`src/rtl/igc_pkg.sv`:
```
// ---------------------------------------------------------------------------
// igc_pkg
// types, constants and sequencer states for the interval coloring block
// ---------------------------------------------------------------------------
package igc_pkg;

	// set capacity and coordinate width
	localparam int unsigned MAX_INTERVALS = 32;
	localparam int unsigned COORD_WIDTH = 16;

	typedef struct packed {
		logic signed [COORD_WIDTH-1:0] start_point;
		logic signed [COORD_WIDTH-1:0] end_point;
		logic                          final_item;
	} igc_in_t;

	typedef struct packed {
		logic signed [COORD_WIDTH-1:0] start_out;
		logic signed [COORD_WIDTH-1:0] end_out;
		logic [5:0]         color;
		logic [4:0]         degree;
		logic [8:0]         edge_count;
		logic [4:0]         max_degree;
		logic [4:0]         min_degree;
		logic [5:0]         color_count;
		logic [8:0]         comp_edge_count;
		logic [4:0]         comp_max_degree;
		logic [4:0]         comp_min_degree;
		logic               final_result;
	} igc_out_t;

	typedef enum logic [3:0] {
		ST_LOAD,
		ST_SORT_RD,
		ST_SORT_CMP,
		ST_SORT_WR,
		ST_PAIR,
		ST_STAT,
		ST_COLOR,
		ST_COLOR_PICK,
		ST_EMIT
	} igc_state_t;

endpackage

```
`src/rtl/igc_cmp.sv`:
```
// ---------------------------------------------------------------------------
// igc_cmp
// shared overlap comparator: ordering and adjacency of two intervals
// ---------------------------------------------------------------------------
module igc_cmp import igc_pkg::*; #(
	parameter int unsigned CW = 16
) (
	input  logic signed [CW-1:0] sa,
	input  logic signed [CW-1:0] ea,
	input  logic signed [CW-1:0] sb,
	input  logic signed [CW-1:0] eb,
	output logic                 a_gt_b,
	output logic                 adj
);
	// later start must lie at or before the earlier end
	always_comb begin
		a_gt_b = (sa > sb);
		if (sa < sb)
			adj = (sb <= ea);
		else if (sa > sb)
			adj = (sa <= eb);
		else
			adj = 1'b1;
	end
endmodule

```
`src/rtl/interval_graph_greedy_coloring.sv`:
```
// ---------------------------------------------------------------------------
// interval_graph_greedy_coloring
// collects intervals, sorts them, builds overlap statistics and colors them
// ---------------------------------------------------------------------------
// Input channel: in_valid/in_stall carry one interval per transfer; the
// transfer with final_item set closes the set (intervals beyond
// MAX_INTERVALS are dropped, their final bit still counts).
// Output channel: out_valid/out_stall deliver one result per stored
// interval in sorted order, final_result on the last one.
// Processing of a set: loading, then an insertion sort of the stored
// intervals, a pass over all pairs for degrees, a statistics pass and a
// greedy coloring pass, the sort, pair and coloring passes sharing one
// comparator; then the result transfers and a return to loading.
// in_stall is high from the final transfer until the last result leaves.
// A stalled receiver simply holds the current result in its register.
// Reset clears the sequencer and the item count; stores are not cleared.
// ---------------------------------------------------------------------------
module interval_graph_greedy_coloring import igc_pkg::*; (
	input  logic     clk,
	input  logic     arst_n,
	input  logic     in_valid,
	output logic     in_stall,
	input  igc_in_t  in_data,
	output logic     out_valid,
	input  logic     out_stall,
	output igc_out_t out_data
);
	localparam int unsigned IW = $clog2(MAX_INTERVALS);
	localparam int unsigned NW = $clog2(MAX_INTERVALS + 1);
	localparam int unsigned CUW = $clog2(MAX_INTERVALS + 2);

	logic signed [COORD_WIDTH-1:0] start_mem [MAX_INTERVALS];
	logic signed [COORD_WIDTH-1:0] end_mem [MAX_INTERVALS];
	logic [5:0] color_mem [MAX_INTERVALS];
	logic [5:0] degree_mem [MAX_INTERVALS];

	igc_state_t state_q, state_d;
	logic [NW-1:0] n_q, i_q, j_q;
	logic [5:0] colors_q;
	logic [10:0] total_q;
	logic [5:0] dmax_q, dmin_q;
	logic [MAX_INTERVALS+1:0] used_q;
	logic signed [COORD_WIDTH-1:0] ks_q, ke_q;
	logic out_valid_q;
	igc_out_t out_q;

	logic signed [COORD_WIDTH-1:0] sa, ea, sb, eb;
	logic gt, adj;
	logic [IW-1:0] ia, ib;
	logic accept;

	assign accept = in_valid && !in_stall;
	assign in_stall = (state_q != ST_LOAD);
	assign out_valid = out_valid_q;
	assign out_data = out_q;

	// operand selection for the shared comparator
	always_comb begin
		ia = i_q[IW-1:0];
		ib = j_q[IW-1:0];
		sa = start_mem[ia];
		ea = end_mem[ia];
		sb = start_mem[ib];
		eb = end_mem[ib];
		if (state_q == ST_SORT_CMP) begin
			ib = IW'(j_q - NW'(1));
			sa = start_mem[ib];
			ea = end_mem[ib];
			sb = ks_q;
			eb = ke_q;
		end
	end

	igc_cmp #(.CW(COORD_WIDTH)) u_cmp (
		.sa(sa), .ea(ea), .sb(sb), .eb(eb), .a_gt_b(gt), .adj(adj)
	);

	// first free color in the used mask
	logic [5:0] pick;
	always_comb begin
		pick = 6'(MAX_INTERVALS + 1);
		for (int k = MAX_INTERVALS; k >= 1; k--)
			if (!used_q[k]) pick = 6'(k);
	end

	// next state
	always_comb begin
		state_d = state_q;
		unique case (state_q)
			ST_LOAD:
				if (accept && in_data.final_item) state_d = ST_SORT_RD;
			ST_SORT_RD:
				if (i_q >= n_q) state_d = ST_PAIR;
				else state_d = ST_SORT_CMP;
			ST_SORT_CMP:
				if (j_q == '0 || !gt) state_d = ST_SORT_WR;
			ST_SORT_WR: state_d = ST_SORT_RD;
			ST_PAIR:
				if (i_q + NW'(1) >= n_q) state_d = ST_STAT;
			ST_STAT:
				if (i_q + NW'(1) >= n_q) state_d = ST_COLOR;
			ST_COLOR:
				if (i_q >= n_q) state_d = ST_EMIT;
				else if (j_q >= i_q) state_d = ST_COLOR_PICK;
			ST_COLOR_PICK: state_d = ST_COLOR;
			ST_EMIT:
				if (i_q >= n_q && !(out_valid_q && out_stall)) state_d = ST_LOAD;
			default: state_d = ST_LOAD;
		endcase
	end

	always_ff @(posedge clk or negedge arst_n) begin
		if (!arst_n) state_q <= ST_LOAD;
		else state_q <= state_d;
	end

	// sequencer counters and statistics
	always_ff @(posedge clk or negedge arst_n) begin
		if (!arst_n) begin
			n_q <= '0;
			i_q <= '0;
			j_q <= '0;
			colors_q <= '0;
			out_valid_q <= 1'b0;
		end else begin
			unique case (state_q)
				ST_LOAD: begin
					if (accept) begin
						if (n_q < NW'(MAX_INTERVALS)) n_q <= n_q + NW'(1);
						i_q <= NW'(1);
					end
				end
				ST_SORT_RD: begin
					j_q <= i_q;
					if (i_q >= n_q) begin
						i_q <= '0;
						j_q <= NW'(1);
					end
				end
				ST_SORT_CMP:
					if (j_q != '0 && gt) j_q <= j_q - NW'(1);
				ST_SORT_WR: i_q <= i_q + NW'(1);
				ST_PAIR: begin
					if (j_q + NW'(1) >= n_q) begin
						i_q <= i_q + NW'(1);
						j_q <= i_q + NW'(2);
					end else j_q <= j_q + NW'(1);
					if (i_q + NW'(1) >= n_q) i_q <= '0;
				end
				ST_STAT: begin
					i_q <= i_q + NW'(1);
					if (i_q + NW'(1) >= n_q) begin
						i_q <= '0;
						j_q <= '0;
						colors_q <= 6'd1;
					end
				end
				ST_COLOR: begin
					// restart the index for the result pass
					if (i_q >= n_q) i_q <= '0;
					else if (j_q < i_q) j_q <= j_q + NW'(1);
				end
				ST_COLOR_PICK: begin
					if (pick > colors_q) colors_q <= pick;
					i_q <= i_q + NW'(1);
					j_q <= '0;
				end
				ST_EMIT: begin
					if (!(out_valid_q && out_stall)) begin
						out_valid_q <= (i_q < n_q);
						if (i_q < n_q) i_q <= i_q + NW'(1);
						else begin
							n_q <= '0;
							i_q <= '0;
						end
					end
				end
				default: ;
			endcase
		end
	end

	// degree sums and extremes
	always_ff @(posedge clk) begin
		if (state_q == ST_PAIR && i_q == '0 && j_q == NW'(1)) begin
			total_q <= '0;
			dmax_q <= '0;
			dmin_q <= 6'(n_q - NW'(1));
		end
		if (state_q == ST_STAT) begin
			total_q <= total_q + 11'(degree_mem[ia]);
			if (degree_mem[ia] > dmax_q) dmax_q <= degree_mem[ia];
			if (degree_mem[ia] < dmin_q) dmin_q <= degree_mem[ia];
		end
		if (state_q == ST_SORT_RD && i_q >= n_q) begin
			total_q <= '0;
			dmax_q <= '0;
			dmin_q <= 6'(n_q - NW'(1));
		end
	end

	// used-color mask
	always_ff @(posedge clk) begin
		if (state_q == ST_COLOR && j_q < i_q) begin
			if (adj && color_mem[ib] <= 6'(MAX_INTERVALS))
				used_q[CUW'(color_mem[ib])] <= 1'b1;
		end else if (state_q != ST_COLOR) used_q <= '0;
	end

	// storage writes
	always_ff @(posedge clk) begin
		if (state_q == ST_LOAD && accept && n_q < NW'(MAX_INTERVALS)) begin
			start_mem[n_q[IW-1:0]] <= COORD_WIDTH'(in_data.start_point);
			end_mem[n_q[IW-1:0]] <= COORD_WIDTH'(in_data.end_point);
		end
		if (state_q == ST_SORT_RD && i_q < n_q) begin
			ks_q <= start_mem[ia];
			ke_q <= end_mem[ia];
		end
		if (state_q == ST_SORT_CMP && j_q != '0 && gt) begin
			start_mem[j_q[IW-1:0]] <= start_mem[ib];
			end_mem[j_q[IW-1:0]] <= end_mem[ib];
		end
		if (state_q == ST_SORT_WR) begin
			start_mem[j_q[IW-1:0]] <= ks_q;
			end_mem[j_q[IW-1:0]] <= ke_q;
		end
		if (state_q == ST_SORT_RD && i_q >= n_q)
			for (int k = 0; k < MAX_INTERVALS; k++) degree_mem[k] <= '0;
		if (state_q == ST_PAIR && j_q < n_q && adj) begin
			degree_mem[ia] <= degree_mem[ia] + 6'd1;
			degree_mem[ib] <= degree_mem[ib] + 6'd1;
		end
		if (state_q == ST_COLOR_PICK) color_mem[ia] <= pick;
	end

	// result register
	logic [11:0] pairs;
	assign pairs = (12'(n_q) * 12'(n_q - NW'(1))) >> 1;
	always_ff @(posedge clk) begin
		if (state_q == ST_EMIT && !(out_valid_q && out_stall) && i_q < n_q) begin
			out_q.start_out <= COORD_WIDTH'(start_mem[ia]);
			out_q.end_out <= COORD_WIDTH'(end_mem[ia]);
			out_q.color <= color_mem[ia];
			out_q.degree <= 5'(degree_mem[ia]);
			out_q.edge_count <= 9'(total_q >> 1);
			out_q.max_degree <= 5'(dmax_q);
			out_q.min_degree <= 5'(dmin_q);
			out_q.color_count <= colors_q;
			out_q.comp_edge_count <= 9'(pairs - 12'(total_q >> 1));
			out_q.comp_max_degree <= 5'(6'(n_q - NW'(1)) - dmin_q);
			out_q.comp_min_degree <= 5'(6'(n_q - NW'(1)) - dmax_q);
			out_q.final_result <= (i_q + NW'(1) == n_q);
		end
	end
endmodule

```
`config.mk`:
```
export PLATFORM = sky130hd
export DESIGN_NAME = interval_graph_greedy_coloring
export DESIGN_NICKNAME = d
export VERILOG_FILES = /design/src/rtl/igc_pkg.sv /design/src/rtl/igc_cmp.sv /design/src/rtl/interval_graph_greedy_coloring.sv
export SDC_FILE = /design/constraint.sdc
export NUM_CORES = 2
export LEC_CHECK = 0
export BUFFER_PORTS_ARGS = -buffer_cell sky130_fd_sc_hd__buf_4
export CAP_MARGIN = 20
export CELL_PAD_IN_SITES_DETAIL_PLACEMENT = 1
export CELL_PAD_IN_SITES_GLOBAL_PLACEMENT = 2
export CORE_AREA = 2 2 447 449
export CTS_CLUSTER_SIZE = 28
export DETAILED_ROUTE_END_ITERATION = 7
export DIE_AREA = 0 0 449 451
export MAX_ROUTING_LAYER = met4
export PLACE_DENSITY = 0.82
export SYNTH_ARGS = -nofsm -noshare
export SYNTH_HDL_FRONTEND = slang
export SYNTH_HIERARCHICAL = 1
export SYNTH_SLANG_ARGS = --single-unit
```
`constraint.sdc`:
```
create_clock -name clk -period 9.17 [get_ports clk]
set_input_delay 0.917 -clock clk [delete_from_list [all_inputs] [get_ports clk]]
set_output_delay 0.917 -clock clk [all_outputs]
set_load 0.005 [all_outputs]
```
==> run_results.csv <==
group,metric,value,unit
global_route,pin_count_of_the_biggest_net_entering_global_routing,115,
die,fp.dieW,449,µm
timing,setup-tns-final,0,ps
synthesis,ys.warnings.count,6,
worst_hold_path,hold_path_class,"input port to flip-flop",
placement,hpwlAfterDp,229000,µm
cts,max-clock-path-buffers,3,
cts,cts_sinks,1611,
placement,total_placed_cells_including_tap_cells,8547,
layout,finalNetCount,6291,
worst_setup_path,critPathCapture,"end_mem[26][3]",
pwr,power_leakage,34.0,nW
synthesis,synth_area_leaders,"sky130_fd_sc_hd__edfxtp_1 (49%), sky130_fd_sc_hd__mux4_2 (32%), sky130_fd_sc_hd__ha_1 (2.0%), sky130_fd_sc_hd__nand2_1 (1.7%), sky130_fd_sc_hd__o21ai_0 (1.4%)",
synthesis,synth-edff-count,1560,
timing,final_max_slew_viol_count,0,
timing,report.final.setup_viol,0,
worst_setup_path,required,9700,ps
cts,cts_tree,"yes",
routing,drt-wirelength-per-cell,41.1,µm
synthesis,seq_area_frac_synth,49.7,%
synthesis,synth_ff_type,"sky130_fd_sc_hd__edfxtp_1",
synthesis,syn-instance-count,5973,
worst_setup_path,reg2reg_depth,20,
routing,route.detailed.vias_per_inst,7.67,
layout,final-instance-count-excl-fill,8885,
timing,period_utilisation_layout,94.3,%
cts,post-cts-setup-buffers,0,
synthesis,cell_type_contributing_the_most_total_cell_area_after_synthesis,"sky130_fd_sc_hd__edfxtp_1",
routing,drc,0,
placement,port_buffers,126,
pwr,power_per_cell_area,353,nW/µm²
synthesis,ys_types,85,
synthesis,syn_nets,6189,
synthesis,syn_area_per_cell,16.2,µm²
routing,first_pass_iters,7,
worst_setup_path,r2r_start,"j_q[0]",
routing,overall_routed_net_length,365000,µm
cts,worst_skew_pair.late_latency,870,ps
die,floorplan.initialDensity,48.7,%
global_route,grt_antenna_before_repair,10,
cts,htree_levels,4,
worst_setup_path,critical_path.reg2reg.endpoint,"end_mem[26][3]",
die,floorplan.core_area,198000,µm²
worst_setup_path,timing.critical_path.arrival,9180,ps
die,design.portCount,127,
synthesis,synth.top_cell.area_share,48.5,%
timing,fin_crit_period,8640,ps
worst_setup_path,worstSetupPathType,"flip-flop to flip-flop",
layout,fillCellCount,18152,
timing,hold_viol_final,0,
timing,finClkSkew,34.0,ps
worst_setup_path,critical_path.max_fanout,68,
cts,worst_setup_hold_path_clk_slew,70,ps
worst_setup_path,crit_path_start_kind,"flip-flop",
pwr,max-vdd-ir-drop,0.000500,V
routing,final_antenna_net_count,0,
worst_setup_path,setup.worst_path.end_class,"flip-flop",
die,die_outline_area,202000,µm²
cts,hold_buffers,1,
timing,rsz0062_at_grt,"false",
routing,initialDrtViolationCount,10160,
die,std_cell_rows,164,
layout,area.growth.synth_to_final,11.9,%
cts,ctsResizeCount,0,
job,timing.max_cap.violations,0,
synthesis,synth_seq_cells,1611,
cts,clock_tree.root_cell,"sky130_fd_sc_hd__clkbuf_16",
timing,worst_pin_slew,1240,ps
synthesis,ys_async_sr_fraction,1.80,%
layout,multiInputGateArea,46400,µm²
global_route,overflow,0,
global_route,grt_pass1_wl,519000,µm
layout,regArea,48000,µm²
global_route,grt.total_usage,37.0,%
worst_setup_path,critical_path.startpoint,"j_q[0]",
routing,detailroute.via_count,68166,
cts,tritoncts.num_buffers,179,
global_route,number_of_global_route_vias_before_repair,68230,
synthesis,syn_area,96600,µm²
placement,globalplace.congestion,0.925,
status,outcome,"completed",
worst_setup_path,reg2reg_setup_slack,530,ps
timing,max_freq,0.116,GHz
layout,drive_gt1_share,35.3,%
die,die_height,451,µm
timing,max-slew-margin-rel,16.7,%
placed cells by master (no fill, tap or decap), drive strengths merged, types with 15 or more instances in the layout:
master,synthesis,routed
or3,45,45
inv,167,178
xor2,20,20
mux4,1370,1370
nor2,228,228
ha,156,156
fa,23,23
nand3,120,120
a21o,27,27
o31ai,43,43
o22ai,61,61
nand2b,19,19
edfxtp,1560,1560
buf,182,420
o211ai,17,17
nor2b,21,21
nor3,29,29
nand2,450,450
a21oi,113,113
dfxtp,22,22
a22o,87,87
o221ai,29,29
a221oi,37,37
clkinv,4,82
o21ai,300,300
bufinv,0,15
a31oi,41,41
clkbuf,318,216
dfrtp,29,29
nand4,81,81
a22oi,57,57
xnor2,38,38
mux2i,123,123
per-layer routing:
metal	part of all wire [%]	global-route usage (%)	vias up
met5	0	-	-
met4	6.8	20.5	0
met3	13	9.60	1254
met2	46	54.7	5847
met1	35	46.9	35511
li1	-	-	25554
power breakdown:
part / leakage [nW] / switching (mW) / internal, mW / total [mW]
clock network: 2.83 / 3.19 / 4.09 / 7.28
logic: 16.9 / 12.8 / 9.00 / 21.8
registers: 14.2 / 0.336 / 8.69 / 9.02
how the worst min path moves through the flow:
stage                     startpoint           end  slack, ps  cells after the start
after detailed placement   dmax_q[1]  out_data[32]        450                      0
after global placement     dmax_q[1]  out_data[32]        460                      0
after floorplan            dmax_q[3]  out_data[34]        420                      0
final                      out_stall     out_valid        410                      3
after CTS                  out_stall     out_valid        360                      3
after global routing       out_stall     out_valid        380                      3
cells by family (layout without fill, tap and decap cells):
family                   after synthesis  in the layout  share of synthesized area (%)
AO/OA/AOI/OAI                        881            881                           6.00
XOR/XNOR                              58             58                          0.534
adder cells (fa/ha/maj)              179            179                           2.50
buffers and inverters                671            920                           2.85
flip-flops                          1611           1611                           49.7
multiplexers                        1498           1498                           33.3
other                                  0              7                              0
AND/OR/NAND/NOR                     1075           1075                           5.13
area by class of cell:
cell class	instances	area share (%)
clock buffers	216	4.34
repair buffers	421	3.52
flip-flops and latches	1611	44.5
diodes	7	0.0162
clock inverters	112	1.02
inverters	171	0.613
multi-input cells	3691	42.9
well taps	2656	3.08
registers in the layout, summed over array words and instances, names as in the netlist, 10 cells and up:
signal and cells:
color_mem 192, degree_mem 192, end_mem 512, ke_q 16, ks_q 16, out_data 88, start_mem 512, total_q 10
used_q 32
stage by stage:
step                      total power [mW]  setup WS [ps]  hold WS [ps]  utilization, %  instance area, µm²
after floorplan                       23.3           1080           422               -               96600
after global placement                30.1            874           456            51.5              102000
after detailed placement              30.5           1040           447            51.6              102000
after CTS                             37.8            981           359            54.5              108000
after global routing                  39.5            612           384            54.5              108000
final                                 38.1            526           412            54.5              108000
Yosys cell counts (all sizes together), types with 87 or more instances:
master,count
edfxtp,1560
inv,167
buf,182
mux4,1370
nor2,228
a22o,87
nand3,120
nand2,450
ha,156
o21ai,300
clkbuf,318
mux2i,123
a21oi,113
worst max-delay path, cell delays in order, from the launching register on:
cell	delay, ps
sky130_fd_sc_hd__dfrtp_4	460
sky130_fd_sc_hd__buf_12	400
sky130_fd_sc_hd__buf_12	500
sky130_fd_sc_hd__mux4_2	340
sky130_fd_sc_hd__mux4_2	270
sky130_fd_sc_hd__mux2i_1	80
sky130_fd_sc_hd__o21ai_0	970
sky130_fd_sc_hd__inv_1	120
sky130_fd_sc_hd__ha_1	340
sky130_fd_sc_hd__nand4_1	200
sky130_fd_sc_hd__nor4_1	600
sky130_fd_sc_hd__a21o_1	250
sky130_fd_sc_hd__mux2i_1	480
sky130_fd_sc_hd__nand2_1	190
sky130_fd_sc_hd__a21oi_4	150
sky130_fd_sc_hd__buf_4	480
sky130_fd_sc_hd__nor2_1	250
sky130_fd_sc_hd__o21ai_0	500
sky130_fd_sc_hd__nand2_1	370
sky130_fd_sc_hd__nor2_4	740
sky130_fd_sc_hd__buf_4	440
No activity file was read; power rests on OpenSTA's default activity.
